===== src/tmd_pkg.sv =====
// ----------------------------------------------------------------------------
// tmd_pkg
// Shared constants, register indexes and the CORDIC arctangent table for the
// tilt, motion and tamper detector.
// ----------------------------------------------------------------------------
package tmd_pkg;

  localparam int DEF_SAMPLE_BITS     = 12;
  localparam int DEF_ANGLE_FRAC_BITS = 6;
  localparam int DEF_MAG_FRAC_BITS   = 4;

  localparam int ONE_G_COUNTS = 1024;
  localparam int CORDIC_STEPS = 18;
  localparam int DEG90_UNITS  = 5898240;
  localparam int ACC_BITS     = 25;
  localparam int ANGLE_BITS   = 14;

  localparam logic [1:0] REG_MOTION_DELTA = 2'd0;
  localparam logic [1:0] REG_MOTION_AXIS  = 2'd1;
  localparam logic [1:0] REG_TILT_DELTA   = 2'd2;
  localparam logic [1:0] REG_TILT_ANGLE   = 2'd3;

  localparam logic [15:0] RST_MOTION_DELTA = 16'd1638;
  localparam logic [12:0] RST_MOTION_AXIS  = 13'd512;
  localparam logic [13:0] RST_TILT_DELTA   = 14'd320;
  localparam logic [12:0] RST_TILT_ANGLE   = 13'd1920;

  localparam logic [1:0] MODE_UNLOCKED = 2'd0;
  localparam logic [1:0] MODE_LOCKED   = 2'd1;
  localparam logic [1:0] MODE_DRIVING  = 2'd2;

  function automatic logic [21:0] atan_unit(input logic [4:0] idx);
    logic [21:0] v;
    case (idx)
      5'd0:  v = 22'd2949120;
      5'd1:  v = 22'd1740967;
      5'd2:  v = 22'd919879;
      5'd3:  v = 22'd466945;
      5'd4:  v = 22'd234379;
      5'd5:  v = 22'd117304;
      5'd6:  v = 22'd58666;
      5'd7:  v = 22'd29335;
      5'd8:  v = 22'd14668;
      5'd9:  v = 22'd7334;
      5'd10: v = 22'd3667;
      5'd11: v = 22'd1833;
      5'd12: v = 22'd917;
      5'd13: v = 22'd458;
      5'd14: v = 22'd229;
      5'd15: v = 22'd115;
      5'd16: v = 22'd57;
      5'd17: v = 22'd29;
      default: v = 22'd0;
    endcase
    return v;
  endfunction

endpackage


===== src/tmd_sqrt.sv =====
// ----------------------------------------------------------------------------
// tmd_sqrt
// Digit-serial square root, one result bit per cycle, rounded to nearest.
// ----------------------------------------------------------------------------
module tmd_sqrt import tmd_pkg::*; #(
  parameter int W = 26
) (
  input  logic           clk_i,
  input  logic           rst_ni,
  input  logic           start_i,
  input  logic [W-1:0]   rad_i,
  output logic [W/2:0]   root_o,
  output logic           done_o
);
  localparam int N  = W / 2;
  localparam int CB = $clog2(N + 1);

  logic [W-1:0]   rad_q;
  logic [N:0]     rem_q;
  logic [N-1:0]   root_q;
  logic [CB-1:0]  cnt_q;
  logic           busy_q, done_q;
  logic [N+1:0]   rem_sh, trial, rem_sub;
  logic           ge;

  always_comb begin
    rem_sh  = {rem_q[N-1:0], rad_q[W-1:W-2]};
    trial   = {root_q, 2'b01};
    ge      = rem_sh >= trial;
    rem_sub = rem_sh - trial;
  end

  always_ff @(posedge clk_i or negedge rst_ni) begin
    if (!rst_ni) begin
      busy_q <= 1'b0;
      done_q <= 1'b0;
      cnt_q  <= '0;
    end else if (start_i) begin
      busy_q <= 1'b1;
      done_q <= 1'b0;
      cnt_q  <= '0;
    end else if (busy_q) begin
      cnt_q <= cnt_q + CB'(1);
      if (cnt_q == CB'(N - 1)) begin
        busy_q <= 1'b0;
        done_q <= 1'b1;
      end
    end
  end

  always_ff @(posedge clk_i) begin
    if (start_i) begin
      rad_q  <= rad_i;
      rem_q  <= '0;
      root_q <= '0;
    end else if (busy_q) begin
      rad_q  <= {rad_q[W-3:0], 2'b00};
      rem_q  <= ge ? rem_sub[N:0] : rem_sh[N:0];
      root_q <= {root_q[N-2:0], ge};
    end
  end

  assign root_o = {1'b0, root_q} + ((rem_q > {1'b0, root_q}) ? (N+1)'(1) : (N+1)'(0));
  assign done_o = done_q;

endmodule


===== config.mk =====
export PLATFORM = sky130hd
export DESIGN_NAME = tmd_sqrt
export DESIGN_NICKNAME = d
export VERILOG_FILES = /design/src/tmd_pkg.sv /design/src/tmd_sqrt.sv
export SDC_FILE = /design/constraint.sdc
export NUM_CORES = 1
export LEC_CHECK = 0
export BUFFER_PORTS_ARGS = -buffer_cell sky130_fd_sc_hd__buf_2
export CORE_AREA = 2 2 82 84
export CTS_BUF_LIST = sky130_fd_sc_hd__clkbuf_8
export CTS_CLUSTER_DIAMETER = 40
export DETAILED_ROUTE_END_ITERATION = 16
export DIE_AREA = 0 0 84 86
export GPL_TIMING_DRIVEN = 0
export MAX_ROUTING_LAYER = met4
export PLACE_DENSITY_LB_ADDON = 0.1
export SLEW_MARGIN = 20
export SYNTH_ARGS = -nofsm -noshare
export SYNTH_HDL_FRONTEND = slang
export SYNTH_SLANG_ARGS = --single-unit

===== constraint.sdc =====
create_clock -name clk_i -period 3.6 [get_ports clk_i]
set_input_delay 0.54 -clock clk_i [delete_from_list [all_inputs] [get_ports clk_i]]
set_output_delay 0.54 -clock clk_i [all_outputs]
set_load 0.005 [all_outputs]

; Word level (Yosys, flattened, before mapping)
; Cells that the tools add are included.
[op_classes]
reduce_logical = 3
order_cmp = 2
eq_ne = 1
n_mux = 12
addsub = 3
[op_table]
columns = cell, count
row1 = $mux 26, 2
row2 = $ge 15x15->1, 1
row3 = $add 13x1->14, 1
row4 = $gt 14x13->1, 1
row5 = $mux 14, 1
row6 = $sub 14x14->14, 1
row7 = $mux 4, 2
row8 = $mux 1, 7
row9 = $add 4x1->4 const B, 1
row10 = $eq 4x4->1 const B, 1
row11 = $reduce_bool 2->1, 2
row12 = $reduce_and 2->1, 1
[word_totals]
inputBits = 29
regBits = 59
output_inout_bits = 15
wordCells = 27

; Depth between registers and ports, before layout
; Gate-level depths: netlist (run 1).
[depth]
word_depth = 4
ltp_mapped = 14
depth_no_buf = 14

; Least setup slack after synthesis (run 1)
; No wires, ideal clock.
[synth_path]
kind = reg-to-output
from = register root_q[3]
to = output root_o[12]
required_ns = 3.060
path_slack_ns = 0.423
stages_incl_launch_ff = 15
path_buffers = 0
t_arrival_ns = 2.637
cell_sequence = dfxtp_1 inv_1 ha_1 a21oi_1 o21ai_0 o21bai_1 a21oi_1 o211a_1 o21bai_1 ha_1 ha_1 nand3_1 nor2_1 nand4_1 xnor2_1
[synth_via]
elab_chain_len = 3
[synth_rtl]
columns = element, line_no
row1 = "start, declared", tmd_sqrt.sv:20  ; logic [N-1:0] root_q;
row2 = "start signal, assigned", tmd_sqrt.sv:59  ; root_q <= {root_q[N-2:0], ge};
row3 = $gt 14x13->1, tmd_sqrt.sv:63  ; assign root_o = {1'b0, root_q} + ((rem_q > {1'b0, root_q}) ? (N+1)'(1) : (N+1)'(0));
row4 = $mux 1, tmd_sqrt.sv:63
row5 = $add 13x1->14 *, tmd_sqrt.sv:63
row6 = "end, declared", tmd_sqrt.sv:12  ; output logic [W/2:0] root_o,
; Every way passes the cells marked *; elsewhere a longest branch is shown, timed or not.

; Worst setup path in the final report (run 1)
[layout_path]
from = register root_q[4]
to = output root_o[12]
; Same word-level chain as after synthesis.

==> results of run 1 <==
synth_stat cells (4+ instances only):
library cell	number
o21ai_0	6
xnor2_1	19
xor2_1	4
a21o_1	5
a211oi_1	11
mux2_2	24
mux2i_1	21
nand3_1	8
a21oi_1	15
edfxtp_1	26
inv_1	21
and3_1	4
ha_1	20
clkbuf_1	10
dfrtp_1	6
nand4_1	4
nor2_1	40
nand2_1	15
dfxtp_1	27
layer usage:
| metal | routed length [µm] | vias up |
|---|---|---|
| met3 | 257 | 13 |
| met4 | 150 | 0 |
| li1 | - | 1347 |
| met1 | 3660 | 1322 |
| met5 | 0 | - |
| met2 | 4000 | 61 |
worst register-to-register path: stages, from the launching register on:
cell      delay, ps
dfxtp_1         500
inv_1            80
ha_1            230
or3_1           390
o22a_2          230
a311o_1         450
a31oi_4         470
buf_8           210
mux2i_1         190
a211oi_1         80
repair_timing:
item	4_1_cts	5_1_grt
gates resized for setup	30	25
hold buffers	0	0
cloned	0	0
setup endpoints to repair	13	11
setup buffers	4	8
pin swaps	5	13
area by class of cell:
cell class | instances | area [µm²]
timing repair buffer | 54 | 300
fill | 490 | 2030
clock buffer | 11 | 151
inverter | 21 | 83.8
clock inverter | 5 | 30.0
buffer | 14 | 63.8
tap | 77 | 96.3
multi-input combinational | 241 | 2030
sequential | 59 | 1490
cell families (layout without fill, tap and decap cells):
| family | after synthesis | in the layout | share of synthesized area [%] |
|---|---|---|---|
| xor gates and xnor gates | 23 | 23 | 5.88 |
| DFF | 59 | 59 | 43.0 |
| adders and majority gates | 20 | 20 | 7.30 |
| AOI/OAI and AO/OA | 60 | 60 | 12.5 |
| muxes | 45 | 45 | 14.0 |
| buffers and inverters | 35 | 105 | 4.16 |
| and+or+nand+nor | 93 | 93 | 13.1 |
state kept, by name (all words and copies together), names as in the netlist:
register and count:
busy_q 1, cnt_q 4, done_o 1, rad_q 26, rem_q 14, root_q 13
power by group through the flow:
stage / logic, mW / registers [mW] / clock network, mW
after floorplan: 1.07 / 0.868 / 0
after global routing: 1.81 / 0.912 / 0.587
after detailed placement: 1.35 / 0.890 / 0
final: 1.66 / 0.900 / 0.555
after CTS: 1.46 / 0.888 / 0.561
after global placement: 1.34 / 0.886 / 0
layout by cell type, fill, tap and decap left out, types with 4 or more instances in the layout:
master and count:
mux2_2 24, inv_1 19, a21oi_1 13, a211oi_1 11, ha_4 10, dfxtp_4 5
ha_1 7, xor2_1 4, edfxtp_1 26, buf_4 12, nand4_1 4, dfrtp_1 6
nand3_1 6, nor2_1 38, and3_1 4, dfxtp_1 20, nand2_1 14, clkbuf_1 10
mux2i_1 21, buf_2 42, clkbuf_8 11, xnor2_1 19, a21o_1 5, o21ai_0 4
path summary, 6_finish.rpt:
path	startpoint	endpoint	slack, ps	cells after the start
worst max register to register	root_q[0]	rem_q[8]	610	9
worst min-delay path	rst_ni	done_o	9	1
worst max-delay path	root_q[4]	root_o[12]	90	14
max in group asynchronous	rst_ni	busy_q	3450	1
min in group clk_i	rad_i[0]	rad_q[0]	480	2
worst min register to register	rem_q[13]	rem_q[13]	490	2
per-stage QoR:
stage	util (%)	instance area, µm²
4_1_cts	64.7	4060
2_1_floorplan	-	3430
5_1_grt	67.7	4250
6_report	67.7	4250
3_3_place_gp	59.5	3730
3_5_place_dp	59.5	3730
==> summary.md, run 1 <==
| Metric | Value |
|---|---|
| Status | completed |
| Final Power | 3.12 mW |
| First drt pass iteration count | 6 |
| DRT Wirelength | 8.07 mm |
| Fin. Hold Viols | 0 |
| Post-synth ARST share | between 10% and 20% |
| Maximum vdd drop | about 0.00065 V |
| Met3 Use GR | 3.46% |
| Synth Flop Type | dfxtp_1 |
| DPL Wire Length | 5.56 mm |
| Crit path largest cell delay | 380 ps |
| H-tree depth | 3 |
| WS Path Type | flip-flop to output port |
| Vias | 2743 |
| WP data arrival | between 2000 and 3000 ps |
| Drt wl/cell | 16.7 µm |
| Worst path top cell family by delay | compound AO/OA/AOI/OAI gates |
| Warnings from Yosys | 0 |
| CTS root buffer | clkbuf_8 |
| Initial DRC count | 114 |
| Placed cell count | 454 |
| Endpoint type of the worst setup path | output port |
| CORE AREA | 6280 µm² |
| Data required, critical path | 3060 ps |
| Final setup fails | 0 |
| Number of inserted diodes | 0 |
| Die H | between 80 and 90 µm |
| Buf+Inv Stages, Crit Path | 2 |
| Crit Path Max Fanout | 6 |
| Pleak | roughly 1.8 nW |
| Hold_ws | 8.92 ps |
| Clock Latency Late Sink | 340 ps |
| Syn Std Cell Area | 3430 µm² |
| Register bit total from synthesis | 59 |
| Final Skew | around 9.5 ps |
| Worst Hold Class | input port to async pin |
| Netlist cell types | between 40 and 50 |
| Slew Limit Headroom | 53.9% |
| Vias in the first global route | 2723 |
| Gpl congestion | 0.928 |
| Synth area leaders | edfxtp_1, dfxtp_1, mux2_2 |
| Crit-path cells | inv_4 -> ha_4 -> nand4_1 -> o21bai_4 -> a21oi_2 -> o211a_1 -> o21bai_4 -> ha_4 -> ha_4 -> nand3_4 -> nor2_4 -> nand4_1 -> xnor2_1 -> buf_2 |
| NetSw | 1.20 mW |
| Busiest metal layer after global routing | met2 |
| Num CTS Buffers | 9 |
| Combinational power share | 53.3% |
| Clock buffer depth | 2 |
| Clock power share | 17.8% |
| Post-synth top area share | 22.8% |
| Width of the die | 84 µm |
| Max-Cap Viols | 0 |
| Power per Cell Area | 733 nW/µm² |
| Setup ws final | 87.5 ps |
| Internal power | 1.91 mW |
| M2 GR Usage | about two fifths |
| Max-slew violation count | 0 |
| FMAX | between 200 and 300 MHz |
| Synth area leader | edfxtp_1 |
| Initial core utilization | 54.6% |
| Synthesized area per cell | 10.2 µm² |
| Port Buffers | 42 |
| Synth Instances | 335 |
| Die ar. | 7220 µm² |
| CTS tree | yes |
| Worst-Margin Slew | 692 ps |
| Layout cells sized above 1 | 34.1% |
| Final worst-path cycle share | 97.6% |
| Sequential power share | 28.9% |
| Post-synth EDFFs | 26 |
| Syn Nets | 384 |
| Clk pin slew, worst setup/hold paths | around 70 ps |
| Setup WS pre-CTS | -367 ps |
| Area Growth Syn to Fin | 24.1% |
| Largest net degree at the start of global routing | 27 |
| Clk sink count | 59 |
| Row cnt | 29 |
| Routing usage on met1 | 29.3% |
| Crit path max-delay cell type | dfxtp_4 |
| Total gr overflow | 0 |
| Final instance count without filler cells | 482 |
| Final min period | 3510 ps |
| Nature of the critical path startpoint | flip-flop |
| Global-route wire length before repair | 13.0 mm |
| ANT nets after route | 0 |
| Total Neg Setup Slack | 0 ps |
| Antenna violations before repair | 0 |
| Seq/Total Area, Yosys | 43.0% |
| Tot GR Track Use | 23.7% |
| Remaining DRCs | 0 |
| Fin nets | 449 |
| Most numerous cell on the critical path | ha_4 |
| Via density | around 5.7 |
| I/O pin total | 44 |
| Switch share | 38.5% |
No activity file was read; power rests on OpenSTA's default activity.
==> inputs of run 2 (changes only) <==
CORE_AREA = 3 3 83 85   (was 2 2 82 84)
CTS_BUF_LIST = unset   (was sky130_fd_sc_hd__clkbuf_8)
DIE_AREA = 0 0 86 88   (was 0 0 84 86)
==> run 2 against run 1 <==
  * Clock skew shrank 5.3 ps
  * Sequential power is 0.6% lower
  * Final area shrank 1.3%
  * Register-to-register slack worse by 70 ps
  * Global-route usage fell by 0.42 points
  * Via count is 1.2% lower
==> summary.md, run 2 (synthesized netlist as in run 1, its figures left out) <==
| Metric | Value |
|---|---|
| Initial DRC count | 82 (-28%) |
| Tot GR Track Use | 23.3% (-0.42 points) |
| Slew Limit Headroom | 54.6% (+0.76 points) |
| Clk pin slew, worst setup/hold paths | 70 ps (about the same) |
| Vias in the first global route | 2758 (+1.3%) |
| Data required, critical path | 3060 ps (about the same) |
| Top flop regs | rad_q (26), rem_q (14), root_q (13) |
| Die H | 88 µm (+2.3%) |
| Number of inserted diodes | 0 (unchanged) |
| Worst-Margin Slew | 663 ps (-28.5 ps) |
| Most flop-heavy register | rad_q |
| CORE AREA | 6280 µm² (unchanged) |
| Hold_buf cts | 0 (unchanged) |
| RSZ-0062 raised after global routing | yes |
| Setup WS pre-CTS | -372 ps (-5.76 ps) |
| Largest register FFs | 26 (unchanged) |
| Setup ws final | 100 ps (+12.5 ps) |
| Combinational power share | 51.9% (-1.4 points) |
| Final instance count without filler cells | 481 (-0.21%) |
| First drt pass iteration count | 4 (-2) |
| Final worst-path cycle share | 97.2% (-0.35 points) |
| WS Path Type | flip-flop to output port |
| Max-slew violation count | 0 (unchanged) |
| Crit-path cells | inv_2 -> ha_4 -> nand4_1 -> o21bai_1 -> a21oi_1 -> o211a_1 -> o21bai_4 -> ha_4 -> nand3_1 -> nor4_2 -> xnor2_1 -> buf_2 |
| Antenna violations before repair | 0 (unchanged) |
| FMAX | 286 MHz (+0.36%) |
| Layout cells sized above 1 | 32.2% (-1.9 points) |
| Maximum vdd drop | 0.000434 V (-34%) |
| Internal power | 1.93 mW (+0.93%) |
| Status | completed |
| ANT nets after route | 0 (unchanged) |
| Most common cell after layout, fill and taps aside | buf_2 |
| Power per Cell Area | 738 nW/µm² (+0.71%) |
| Most numerous cell on the critical path | ha_4 |
| Buf+Inv Stages, Crit Path | 2 (unchanged) |
| Num CTS Buffers | 9 (unchanged) |
| Worst path top cell family by delay | simple AND/OR/NAND/NOR gates |
| Leading cell types in the layout, fill and taps excluded | buf_2, nor2_1, edfxtp_1 |
| Global-route wire length before repair | 13.3 mm (+2.2%) |
| Gpl congestion | 0.913 (-1.6%) |
| Remaining DRCs | 0 (unchanged) |
| Pleak | 1.77 nW (-0.70%) |
| CTS root buffer | clkbuf_8 |
| Sequential power share | 28.9% (about the same) |
| Final Skew | 4.22 ps (-5.30 ps) |
| Initial core utilization | 54.6% (unchanged) |
| Via density | 5.64 (-0.96%) |
| Drt wl/cell | 16.6 µm (-0.75%) |
| Clk sink count | 59 (unchanged) |
| Crit Path Max Fanout | 6 (unchanged) |
| Placed cell count | 454 (unchanged) |
| Largest net degree at the start of global routing | 27 (unchanged) |
| Row cnt | 29 (unchanged) |
| CTS tree | yes |
| Fin nets | 448 (-0.22%) |
| Clock power share | 19.2% (+1.4 points) |
| Width of the die | 86 µm (+2.4%) |
| DRT Wirelength | 8.00 mm (-0.95%) |
| Total gr overflow | 0 (unchanged) |
| Port Buffers | 42 (unchanged) |
| Crit path largest cell delay | 400 ps (+20 ps) |
| Vias | 2711 (-1.2%) |
| Area Growth Syn to Fin | 22.5% |
| WP data arrival | 2960 ps (about the same) |
| Max-Cap Viols | 0 (unchanged) |
| Switch share | 37.6% (-0.94 points) |
| Hold_ws | 20.1 ps (+11.1 ps) |
| Final setup fails | 0 (unchanged) |
| NetSw | 1.16 mW (-3.0%) |
| Final min period | 3500 ps (-12.5 ps) |
| Clock buffer depth | 2 (unchanged) |
| Nature of the critical path startpoint | flip-flop |
| Die ar. | 7570 µm² (+4.8%) |
| Endpoint type of the worst setup path | output port |
| Worst Hold Class | input port to async pin |
| Fin. Hold Viols | 0 (unchanged) |
| H-tree depth | 3 (unchanged) |
| Crit path max-delay cell type | dfxtp_4 |
| Clock Latency Late Sink | 330 ps (about the same) |
| DPL Wire Length | 5.55 mm (-0.20%) |
| I/O pin total | 44 (unchanged) |
==> run 2: area by class of cell <==
cell class | count | area [µm²]
Timing Repair Buffer | 53 | 293
Clock buffer | 11 | 141
Tap cell | 77 | 96.3
Multi-Input combinational cell | 241 | 1980
Sequential cell | 59 | 1490
Clock inverter | 5 | 52.6
Fill cell | 490 | 2080
Inverter | 21 | 78.8
Buffer | 14 | 63.8
==> run 2: power by group through the flow <==
stage / clock network (mW) / logic [mW] / registers [mW]
floorplan: 0 / 1.07 / 0.868
global route: 0.633 / 1.79 / 0.906
global placement: 0 / 1.34 / 0.887
CTS: 0.611 / 1.50 / 0.890
detailed placement: 0 / 1.36 / 0.891
finish: 0.594 / 1.61 / 0.895
==> run 2: routing by layer <==
layer	wire length, µm	global-route usage [%]	vias up
li1	-	-	1341
met1	3610	29.2	1296
met2	3930	36.5	57
met3	296	5.17	17
met4	161	9.50	0
met5	0	-	-
==> run 2: final timing paths <==
check,to,slack (ps),depth (start not counted),startpoint
min in group clk_i,rad_q[1],480,2,rad_i[1]
hold reg to reg,rem_q[12],490,2,rem_q[12]
hold / removal,cnt_q[3],20,1,rst_ni
setup reg to reg,rem_q[5],540,8,root_q[0]
setup / recovery,root_o[11],100,12,root_q[2]
max in group asynchronous,busy_q,3430,1,rst_ni
==> run 2: timing repair <==
action | in CTS | in global routing
resized for setup | 31 | 11
pin swaps | 7 | 7
setup buffers | 6 | 5
endpoints found under the setup margin | 13 | 8
hold endpoints to repair | 0 | 0
==> run 2: stage by stage <==
stage | cell area [µm²] | utilization (%) | power, mW | setup TNS [ps]
after floorplan | 3430 | - | 1.94 | 0
after global placement | 3730 | 59.5 | 2.23 | -1220
after detailed placement | 3730 | 59.5 | 2.25 | -1670
after CTS | 4110 | 65.5 | 3.00 | 0
after global routing | 4200 | 66.9 | 3.33 | -146
final | 4200 | 66.9 | 3.10 | 0
